### config.mk
export PLATFORM = sky130hd
export DESIGN_NAME = mvm_queue
export DESIGN_NICKNAME = d
export VERILOG_FILES = /design/src/rtl/core/mvm_queue.sv
export SDC_FILE = /design/constraint.sdc
export NUM_CORES = 1
export LEC_CHECK = 0
export ABC_AREA = 1
export BUFFER_PORTS_ARGS = -buffer_cell sky130_fd_sc_hd__buf_2
export CAP_MARGIN = 20
export CORE_UTILIZATION = 51
export CTS_CLUSTER_SIZE = 30
export DETAILED_ROUTE_END_ITERATION = 6
export GPL_ROUTABILITY_DRIVEN = 0
export MAX_ROUTING_LAYER = met4
export PLACE_DENSITY = 0.79
export SYNTH_ARGS = -nofsm -noshare
export SYNTH_HDL_FRONTEND = slang
export SYNTH_SLANG_ARGS = --single-unit
### constraint.sdc
create_clock -name clk -period 1.7 [get_ports clk]
set_input_delay 0.17 -clock clk [delete_from_list [all_inputs] [get_ports clk]]
set_output_delay 0.17 -clock clk [all_outputs]
set_load 0.01 [all_outputs]
### src/rtl/core/mvm_queue.sv
// ----------------------------------------------------------------------------
// mvm_queue
// Small flip-flop FIFO that decouples the front end from the back end.
// ----------------------------------------------------------------------------
module mvm_queue #(
    parameter int WIDTH = 8,
    parameter int DEPTH = 4
) (
    input  logic             clk,
    input  logic             rst_n,
    input  logic             push,
    input  logic [WIDTH-1:0] push_data,
    output logic             full,
    input  logic             pop,
    output logic [WIDTH-1:0] head,
    output logic             empty
);

    localparam int PTR_W = (DEPTH > 1) ? $clog2(DEPTH) : 1;
    localparam int CNT_W = $clog2(DEPTH + 1);

    logic [WIDTH-1:0] slot_reg [DEPTH];
    logic [PTR_W-1:0] wr_ptr_reg, wr_ptr_next;
    logic [PTR_W-1:0] rd_ptr_reg, rd_ptr_next;
    logic [CNT_W-1:0] count_reg, count_next;
    logic             do_push;
    logic             do_pop;

    assign full    = (count_reg == CNT_W'(DEPTH));
    assign empty   = (count_reg == '0);
    assign head    = slot_reg[rd_ptr_reg];
    assign do_push = push && !full;
    assign do_pop  = pop && !empty;

    // Pointer and fill count update
    always_comb
    begin
        wr_ptr_next = wr_ptr_reg;
        rd_ptr_next = rd_ptr_reg;
        count_next  = count_reg;
        if (do_push)
            wr_ptr_next = (32'(wr_ptr_reg) == DEPTH - 1) ? '0 : wr_ptr_reg + PTR_W'(1);
        if (do_pop)
            rd_ptr_next = (32'(rd_ptr_reg) == DEPTH - 1) ? '0 : rd_ptr_reg + PTR_W'(1);
        if (do_push && !do_pop)
            count_next = count_reg + CNT_W'(1);
        else if (do_pop && !do_push)
            count_next = count_reg - CNT_W'(1);
    end

    always_ff @(posedge clk or negedge rst_n)
    begin
        if (!rst_n)
        begin
            wr_ptr_reg <= '0;
            rd_ptr_reg <= '0;
            count_reg  <= '0;
        end
        else
        begin
            wr_ptr_reg <= wr_ptr_next;
            rd_ptr_reg <= rd_ptr_next;
            count_reg  <= count_next;
        end
    end

    // Storage
    always_ff @(posedge clk)
    begin
        if (do_push)
        begin
            slot_reg[wr_ptr_reg] <= push_data;
        end
    end

endmodule

==> reports/metrics.csv <==
metric,value,unit
status,"finished, final reports clean",
Post-Route WL,3170,um
max incr delay on CP,0.44,ns
half-perimeter wire length after placement,2120,um
Vias/cell,5.03,
initial antenna violation count,0,
Vias,1212,
total clock sinks,39,
share of post-route cells with drive strength above 1,31.5,%
Synth cell types,16,
worst vdd ir,1120,uV
Critical Path Source,count_reg[2],
final hold viol count,0,
ranking of synthesized cells by area,"edfxtp_1, dfrtp_1, nand2_1",
actual slew at the worst max-slew pin,0.299,ns
placed cell count,228,
Main synth FF type,edfxtp_1,
Layout fillers,231,
RSZ-0062 raised after global routing,yes,
post-route cell area,2140,sq um
Max Slew Vio Count,0,
DR iter-0 viols,54,
Reg-to-Reg Start,count_reg[2],
Clock transition at path regs,0.12,ns
largest area contributor in the netlist,edfxtp_1,
XOR/XNOR share of the synthesized area,0.498,%
global-route wire length before repair,4600,um
routed len/inst,13.1,um
All-Layer GR Usage,18.8,%
drt drc,0,
Hold/Removal Path Class,primary input to flop,
Post-Synth Simple-Gate Area,12.1,%
GRT overflow,0,
ys async rst share,17.9,%
clock buffer depth,2,
max reg flops,32,
Core Region,3150,sq um
CTS Buf Count,5,
# port buffers,21,
synthesized-area fraction occupied by adder cells,5.41,%
max_slew headroom,80.1,%
Chip Width,60.7,um
nets,215,
crit path cell chain,inv_2 > nand3_2 > nand2_2 > ha_4 > inv_4 > fa_2 > nand2_2 > nand3_2 > nand2_1 > nand2_1,
Worst EP arrival,1.91,ns
Placed Instance Area,1980,sq um
fmax,602,MHz
Synth-to-Final Area Change,21.5,%
CP max-delay cell,dfrtp_1,
vias in the first global route,1108,
"EDFF count, synth",32,
Crit Path Class,flop to flop,
H-Tree Depth,2,
Top Ports,22,
Setup WS pre-CTS,-0.0217,ns
Die Area,3690,sq um
multiplexer share of the synthesized area,0,%
WP buf/inv,2,
most common cell in the synthesized netlist,nand2_1,
CP startpoint kind,flop,
CP Capture Type,flop,
sequential area share after synthesis,64.6,%
CTS tree,done,
Pwr Density,1680,nW/um^2
CP required,1.95,ns
clk_lat worst skew,0.34,ns
Layout Cells excl Fill,241,
"antenna viol nets, final",0,
Starting Density,55.8,%
diode count,0,
Lkg Pwr,0.972,nW
Compound-Gate Fraction of Synth Area,7.40,%
final number of setup-violating endpoints,0,
row count,20,
routed length on met1,1320,um
final setup margin,0.0376,ns
register bit total from synthesis,39,
DR top layer,met4,
CTS Root Cell,clkbuf_4,
largest net degree at the start of global routing,33,
final worst-path cycle share,97.8,%
met2 WL,1680,um
WL met3,123,um
Synth warnings,0,
worst-path maximum fanout,3,
Syn Std Cell Area,1760,sq um
drt pass-1 iters,4,
"delay-heaviest family, CP",adder cells,
Clock Skews,0.0119,ns
Worst Hold Launch,push_data[0],
Synth top cells by count,"nand2_1, edfxtp_1, inv_1, o211ai_1",
Synth top area share,54.6,%
Post-Syn Instances,154,
"Net Count, Synth",173,
Die Y-Extent,60.7,um
number of max-cap violations,0,
post-route minimum period,1.66,ns
Mapped Avg Cell Area,11.4,sq um
largest family of logic cells by synthesized area,simple AND/OR/NAND/NOR gates,
[layout make-up]
cell class              count  area [sq um]  area share (%)
flip-flops and latches     39          1140            53.2
multi-input cells          78           484            22.7
repair buffers             40           263            12.3
inverters                  32           123            5.74
well taps                  44          55.1            2.58
clock inverters             3          38.8            1.81
clock buffers               5          37.5            1.76
[power by group]
group          switching (mW)  total, mW  leakage (nW)  internal, mW
registers               0.115       1.40         0.378          1.28
clock network           0.296      0.598        0.0426         0.302
logic                   0.904       1.60         0.551         0.693
[worst reg2reg max path, cell delays in order (launching register included)]
cell and delay, ns:
dfrtp_1 0.44, inv_2 0.08, nand3_2 0.07, nand2_2 0.10
ha_4 0.16, inv_4 0.04, fa_2 0.39, nand2_2 0.11
nand3_2 0.06, nand2_1 0.06, nand2_1 0.05
[routing by layer]
metal / vias to the layer above / track usage (%)
li1: 592 / -
met1: 588 / 18.9
met2: 27 / 32.3
met3: 5 / 5.12
met4: 0 / 11.7
met5: - / -
[metrics by stage]
step                TNS (ns)  hold WS [ns]  power [mW]  utilization (%)
global placement           0        0.0112        2.78             62.8
CTS                  -0.0123        0.0253        3.48             66.0
global route         -0.0450        0.0287        3.82             67.8
detailed placement   -0.0427        0.0176        2.86             62.8
finish                     0        0.0330        3.59             67.8
floorplan                  0        -0.126        2.37                -
[cells in the final DEF, fill, tap and decap left out, drive strengths merged]
master	count
buf	39
bufinv	1
clkbuf	5
clkinv	2
dfrtp	7
dlygate4sd3	1
edfxtp	32
fa	1
ha	6
inv	32
nand2	39
nand3	7
nand4	1
nor2	6
o211ai	16
o21ai	1
xnor2	1
[cells by family after synthesis]
logic type | count (synthesis)
adder cells (fa/ha/maj) | 7
XOR/XNOR | 1
AND/OR/NAND/NOR | 53
flip-flops | 39
AO/OA/AOI/OAI | 17
buffers and inverters | 37
[final timing paths]
kind / endpoint / slack (ns) / depth (start not counted)
worst min-delay path: slot_reg[3][0] / 0.03 / 1
worst max register to register: count_reg[2] / 0.04 / 10
worst min register to register: wr_ptr_reg[1] / 0.55 / 2
min in group asynchronous: count_reg[2] / 0.17 / 2
worst max-delay path: count_reg[2] / 0.04 / 10
max in group asynchronous: wr_ptr_reg[0] / 1.36 / 2
[what timing repair did]
item | CTS | global route
setup endpoints to repair | 2 | 2
cloned | 0 | 0
endpoints found under the hold margin | 7 | 0
pin swaps | 1 | 7
hold buffers | 1 | 0
buffers inserted | 1 | 3
gates resized for setup | 2 | 13
No activity file was read; power rests on OpenSTA's default activity.
