[src/rtl/core/mvm_pkg.sv]
// ----------------------------------------------------------------------------
// mvm_pkg
// Shared types and constants of the matrix-vector multiply block.
// ----------------------------------------------------------------------------
package mvm_pkg;

    // Fixed field widths
    localparam int VAL_W      = 16;   // Q4.12 operand
    localparam int PROD_W     = 32;   // Q8.24 product
    localparam int ACC_W      = 48;   // Q24.24 accumulator
    localparam int ROW_W      = 16;   // row index and row count
    localparam int VEC_LEN_W  = 13;   // vec_len register
    localparam int CFG_IDX_W  = 2;
    localparam int CFG_DATA_W = 16;

    // Command queue between front and back
    localparam int QUEUE_DEPTH = 4;

    // Register indexes
    localparam logic [CFG_IDX_W-1:0] REG_VEC_LEN   = 2'd0;
    localparam logic [CFG_IDX_W-1:0] REG_ROW_COUNT = 2'd1;

    // Opcodes
    localparam logic OP_LOAD   = 1'b0;
    localparam logic OP_WEIGHT = 1'b1;

    // Classified command handed from front to back (address travels beside it)
    typedef struct packed {
        logic             op;        // OP_LOAD or OP_WEIGHT
        logic             first;     // first column of a row: restart the sum
        logic             row_end;   // last column of a row: emit a result
        logic             last;      // final row of the matrix
        logic [ROW_W-1:0] row_idx;
        logic [VAL_W-1:0] value;
    } cmd_t;

endpackage

[src/rtl/core/mvm_front.sv]
// ----------------------------------------------------------------------------
// mvm_front
// Accepts items, tracks load pointer, column and row, and classifies each
// item into a command for the back end.
// ----------------------------------------------------------------------------
module mvm_front #(
    parameter int MAX_N    = 4096,
    parameter int MAX_ROWS = 65535
) (
    input  logic                                       clk,
    input  logic                                       rst_n,
    // item channel
    input  logic                                       item_valid,
    output logic                                       item_stall,
    input  logic                                       opcode,
    input  logic signed [mvm_pkg::VAL_W-1:0]           elem_value,
    // configuration
    input  logic [mvm_pkg::VEC_LEN_W-1:0]              vec_len,
    input  logic [mvm_pkg::ROW_W-1:0]                  row_count,
    // queue push side
    input  logic                                       queue_full,
    output logic                                       push,
    output mvm_pkg::cmd_t                              cmd,
    output logic [(MAX_N > 1 ? $clog2(MAX_N) : 1)-1:0] cmd_addr
);

    import mvm_pkg::*;

    localparam int ADDR_W = (MAX_N > 1) ? $clog2(MAX_N) : 1;
    localparam int CNT_W  = $clog2(MAX_N + 1);

    logic [ADDR_W-1:0] load_ptr_reg, load_ptr_next;
    logic [ADDR_W-1:0] col_reg, col_next;
    logic [ROW_W-1:0]  row_reg, row_next;

    logic [CNT_W-1:0]  eff_len;
    logic [ROW_W-1:0]  eff_rows;
    logic [CNT_W-1:0]  ptr_inc;
    logic [CNT_W-1:0]  col_inc;
    logic              row_done;
    logic              is_last;

    // Clamp the configured lengths into their legal ranges
    always_comb
    begin
        if (vec_len == '0)
            eff_len = CNT_W'(1);
        else if (32'(vec_len) > MAX_N)
            eff_len = CNT_W'(MAX_N);
        else
            eff_len = CNT_W'(vec_len);

        if (row_count == '0)
            eff_rows = ROW_W'(1);
        else if (32'(row_count) > MAX_ROWS)
            eff_rows = ROW_W'(MAX_ROWS);
        else
            eff_rows = row_count;
    end

    // Accept whenever the queue has room
    assign item_stall = queue_full;
    assign push       = item_valid && !queue_full;

    assign ptr_inc  = CNT_W'(load_ptr_reg) + CNT_W'(1);
    assign col_inc  = CNT_W'(col_reg) + CNT_W'(1);
    assign row_done = (col_inc >= eff_len);
    assign is_last  = ({1'b0, row_reg} + 17'd1) >= {1'b0, eff_rows};

    // Classify the item and advance the counters
    always_comb
    begin
        load_ptr_next = load_ptr_reg;
        col_next      = col_reg;
        row_next      = row_reg;

        cmd.op      = opcode;
        cmd.first   = (col_reg == '0);
        cmd.row_end = row_done;
        cmd.last    = is_last;
        cmd.row_idx = row_reg;
        cmd.value   = elem_value;
        cmd_addr    = (opcode == OP_LOAD) ? load_ptr_reg : col_reg;

        if (push)
        begin
            unique case (opcode)
                OP_LOAD:
                begin
                    load_ptr_next = (ptr_inc >= eff_len) ? '0 : ADDR_W'(ptr_inc);
                    col_next      = '0;
                    row_next      = '0;
                end
                OP_WEIGHT:
                begin
                    if (row_done)
                    begin
                        col_next = '0;
                        row_next = is_last ? '0 : row_reg + ROW_W'(1);
                    end
                    else
                    begin
                        col_next = ADDR_W'(col_inc);
                    end
                end
                default:
                begin
                    col_next = col_reg;
                end
            endcase
        end
    end

    always_ff @(posedge clk or negedge rst_n)
    begin
        if (!rst_n)
        begin
            load_ptr_reg <= '0;
            col_reg      <= '0;
            row_reg      <= '0;
        end
        else
        begin
            load_ptr_reg <= load_ptr_next;
            col_reg      <= col_next;
            row_reg      <= row_next;
        end
    end

endmodule

[config.mk]
export PLATFORM = sky130hd
export DESIGN_NAME = mvm_front
export DESIGN_NICKNAME = d
export VERILOG_FILES = /design/src/rtl/core/mvm_pkg.sv /design/src/rtl/core/mvm_front.sv
export SDC_FILE = /design/constraint.sdc
export NUM_CORES = 1
export LEC_CHECK = 0
export BUFFER_PORTS_ARGS = -buffer_cell sky130_fd_sc_hd__buf_2
export CORE_UTILIZATION = 53
export DETAILED_ROUTE_END_ITERATION = 8
export PLACE_DENSITY = 0.8
export SLEW_MARGIN = 20
export SYNTH_ARGS = -nofsm -noshare
export SYNTH_HDL_FRONTEND = slang
export SYNTH_SLANG_ARGS = --single-unit
[constraint.sdc]
create_clock -name clk -period 4.6 [get_ports clk]
set_input_delay 1.15 -clock clk [delete_from_list [all_inputs] [get_ports clk]]
set_output_delay 1.15 -clock clk [all_outputs]
set_load 0.03 [all_outputs]
==> flow_metrics.py <==
metrics = {
    "synth": {
        "async_reset_ff_share_pct": 100,
        "synth.avg_cell_area_um2": 8.36,
        "synthCells": 447,
        "synth_top_cells_by_count": "nand2_1, ha_1, dfrtp_1, inv_1, o21ai_0",
        "seq_area_frac_synth_pct": 26.8,
        "yosys_warnings": 0,
        "synth_enable_flop_cells": 0,
        "synth.ff_latch_count": 40,
        "ys_types": 49,
        "netlist_area_um2": 3740,
        "synth_ff_type": "dfrtp_1",
        "synthTopCellsByArea": "dfrtp_1, ha_1, nand2_1",
        "synth_largest_area_cell": "dfrtp_1",
        "synth.top_cell.area_share_pct": 26.8,
        "synth_most_common_cell": "nand2_1",
        "syn_nets": 543,
    },
    "outcome": {
        "status": "finished, final reports clean",
    },
    "sta": {
        "setup_viol": 0,
        "min_period_over_period_pct": 95.6,
        "max_slew_margin_pct": 38.2,
        "skew_ps": 9.19,
        "max_freq_ghz": 0.227,
        "min_period_ps": 4400,
        "grt_setup_unrepaired": "false",
        "max_slew.worst_pin.slew_ps": 927,
        "slew_viol_final": 0,
        "finalHoldViolations": 0,
        "tns_ps": 0,
    },
    "detailed_routing": {
        "dr_total_vias": 3448,
        "met3_length_um": 562,
        "top_layer": "met4",
        "dr_wl_met2_um": 4310,
        "drtAntennaViolNets": 0,
        "avgViaCountPerCell": 5.86,
        "drcViolationCount": 0,
        "drt-pass1-iter-count": 5,
        "drt-total-wl_um": 9010,
        "met1_length_um": 3940,
        "detail_route.wl_per_cell_um": 15.3,
        "dr.first_iter.drc_count": 160,
    },
    "cts": {
        "clk_latency_ps": 300,
        "cts.sinks": 40,
        "cts_tree": "built",
        "clockBufferDepth": 2,
        "clk_pin_slew_ps": 80,
        "cts_buffers": 5,
        "cts_root_buf": "clkbuf_8",
        "ctsHtreeMaxLevel": 2,
    },
    "cells_and_area": {
        "final_cell_area_um2": 4120,
        "final_cells": 588,
        "drive_above_1_share_pct": 20.5,
        "largest_reg_flops": 16,
        "multi_input_area_um2": 2370,
        "diodes": 0,
        "syn_to_final_growth_pct": 10.2,
        "fin_nets": 587,
        "nFillCells": 623,
        "seq_area_um2": 1000,
    },
    "placed_design": {
        "place_hpwl_um": 7030,
        "place_inst": 580,
        "place_area_um2": 4010,
        "portBuffers": 67,
        "gp_congestion": 0.895,
    },
    "floorplan": {
        "rows": 30,
        "coreArea_um2": 6790,
        "start_util_pct": 55.0,
        "die_area_um2": 7390,
        "fp.dieH_um": 86.0,
        "die_w_um": 86.0,
        "io_pins": 100,
    },
    "setup_path": {
        "required_ps": 3450,
        "cp_max_fo": 9,
        "cpMostUsedCell": "nand2_1",
        "regToRegStartpoint": "row_reg[0]$_DFFE_PN0P_",
        "start_kind": "register",
        "worst-setup-path-type": "register to output port",
        "ff2ff_path_depth": 16,
        "end_kind": "output port",
        "startpoint": "row_reg[0]$_DFFE_PN0P_",
        "reg2reg_setup_slack_ps": 730,
        "cp_cell_sequence": "ha_2, nand2_1, nor3_1, buf_4, and3_1, nand2_1, xor2_1, inv_1, ha_1, o21a_1, o21ai_0, o221ai_1, a21oi_1, nand2_1, buf_2",
        "cpPeakStageDelay_ps": 540,
        "arrival_ps": 3250,
        "slowest_stage": "dfrtp_1",
        "rr_endpoint": "row_reg[14]$_DFFE_PN0P_",
        "crit_end": "cmd[32]",
    },
    "hold_path": {
        "hold_path_class": "register to register",
    },
    "grt": {
        "grt_pass1_vias": 3266,
        "track_usage_pct": 25.4,
        "antenna_found_initial": 0,
        "grt_overflow": 0,
        "grt_pass1_wl_um": 14900,
        "grt_max_degree": 41,
    },
    "pwr": {
        "p_total_mw": 1.13,
        "p_per_area_nw_per_um2": 274,
        "leakage_nw": 2.16,
        "ir_worst_vdd_v": 0.000250,
    },
    "job": {
        "drv_cap": 0,
    },
}
power breakdown:
group          switching, mW  internal [mW]  leakage [nW]  total (mW)
logic                  0.227          0.167          1.56       0.394
clock network          0.128          0.161        0.0552       0.289
registers             0.0593          0.385         0.544       0.444
total                  0.415          0.713          2.16        1.13
cell usage in the layout (no fill, tap or decap), drive strengths merged, types with 5 or more instances in the layout:
master  count
nor3        7
xnor2      17
o22ai      10
o21ai      25
buf        71
nand4      10
o21a        5
inv        39
a31oi       7
nor2        9
nor4        8
nand3      18
or2         6
ha         46
and3       12
xor2        9
a21oi      10
nor2b      10
nand2b      7
a22o        9
clkbuf      6
mux2       13
dfrtp      40
nand2      66
through the flow:
stage,setup WS (ps),hold WS [ps],utilization [%]
final,202,574,60.6
after global routing,2.80,607,60.6
after CTS,146,576,60.5
after detailed placement,318,557,59.0
after global placement,430,528,59.0
after floorplan,427,524,-
final cells by class:
| class | count | area share, % |
|---|---|---|
| multi-input cells | 334 | 57.6 |
| flip-flops and latches | 40 | 24.3 |
| repair buffers | 71 | 8.88 |
| inverters | 39 | 3.68 |
| well taps | 96 | 2.92 |
| clock buffers | 6 | 1.76 |
| clock inverters | 2 | 0.851 |
layer usage:
metal  track usage [%]  vias up
met2              43.6      149
met1              32.5     1614
met4              9.24        0
li1                  -     1669
met3              3.56       16
met5                 0        -
how the worst min path moves through the flow:
stage / depth (start not counted) / end / startpoint / slack (ps)
final: 2 / row_reg[13]$_DFFE_PN0P_ / row_reg[13]$_DFFE_PN0P_ / 570
after global routing: 1 / load_ptr_reg[10]$_DFFE_PN0P_ / load_ptr_reg[10]$_DFFE_PN0P_ / 610
after CTS: 2 / row_reg[13]$_DFFE_PN0P_ / row_reg[13]$_DFFE_PN0P_ / 580
after detailed placement: 2 / row_reg[13]$_DFFE_PN0P_ / row_reg[13]$_DFFE_PN0P_ / 560
after global placement: 2 / row_reg[15]$_DFFE_PN0P_ / row_reg[15]$_DFFE_PN0P_ / 530
after floorplan: 2 / load_ptr_reg[6]$_DFFE_PN0P_ / load_ptr_reg[6]$_DFFE_PN0P_ / 520
logic make-up after synthesis:
kind of cell / after synthesis / share of synthesized area (%)
flops: 40 / 26.8
simple gates: 161 / 21.7
fa+ha+maj: 46 / 15.4
mux: 13 / 3.92
buf+inv: 73 / 9.85
xor+xnor: 26 / 6.10
compound gates: 88 / 16.2
worst max-delay path, delay by kind of cell, from the launching register on:
family / cells / cell delay [ps]
DFF: 1 / 540
adders and majority gates: 2 / 630
and+or+nand+nor: 5 / 600
buffers and inverters: 3 / 410
AOI/OAI and AO/OA: 4 / 580
xor gates and xnor gates: 1 / 180
what timing repair did:
action,in CTS,in global routing
gates resized for setup,0,2
buffers inserted,0,0
endpoints found under the setup margin,0,2
hold buffers,0,0
Power figures use the tool's default switching activity.
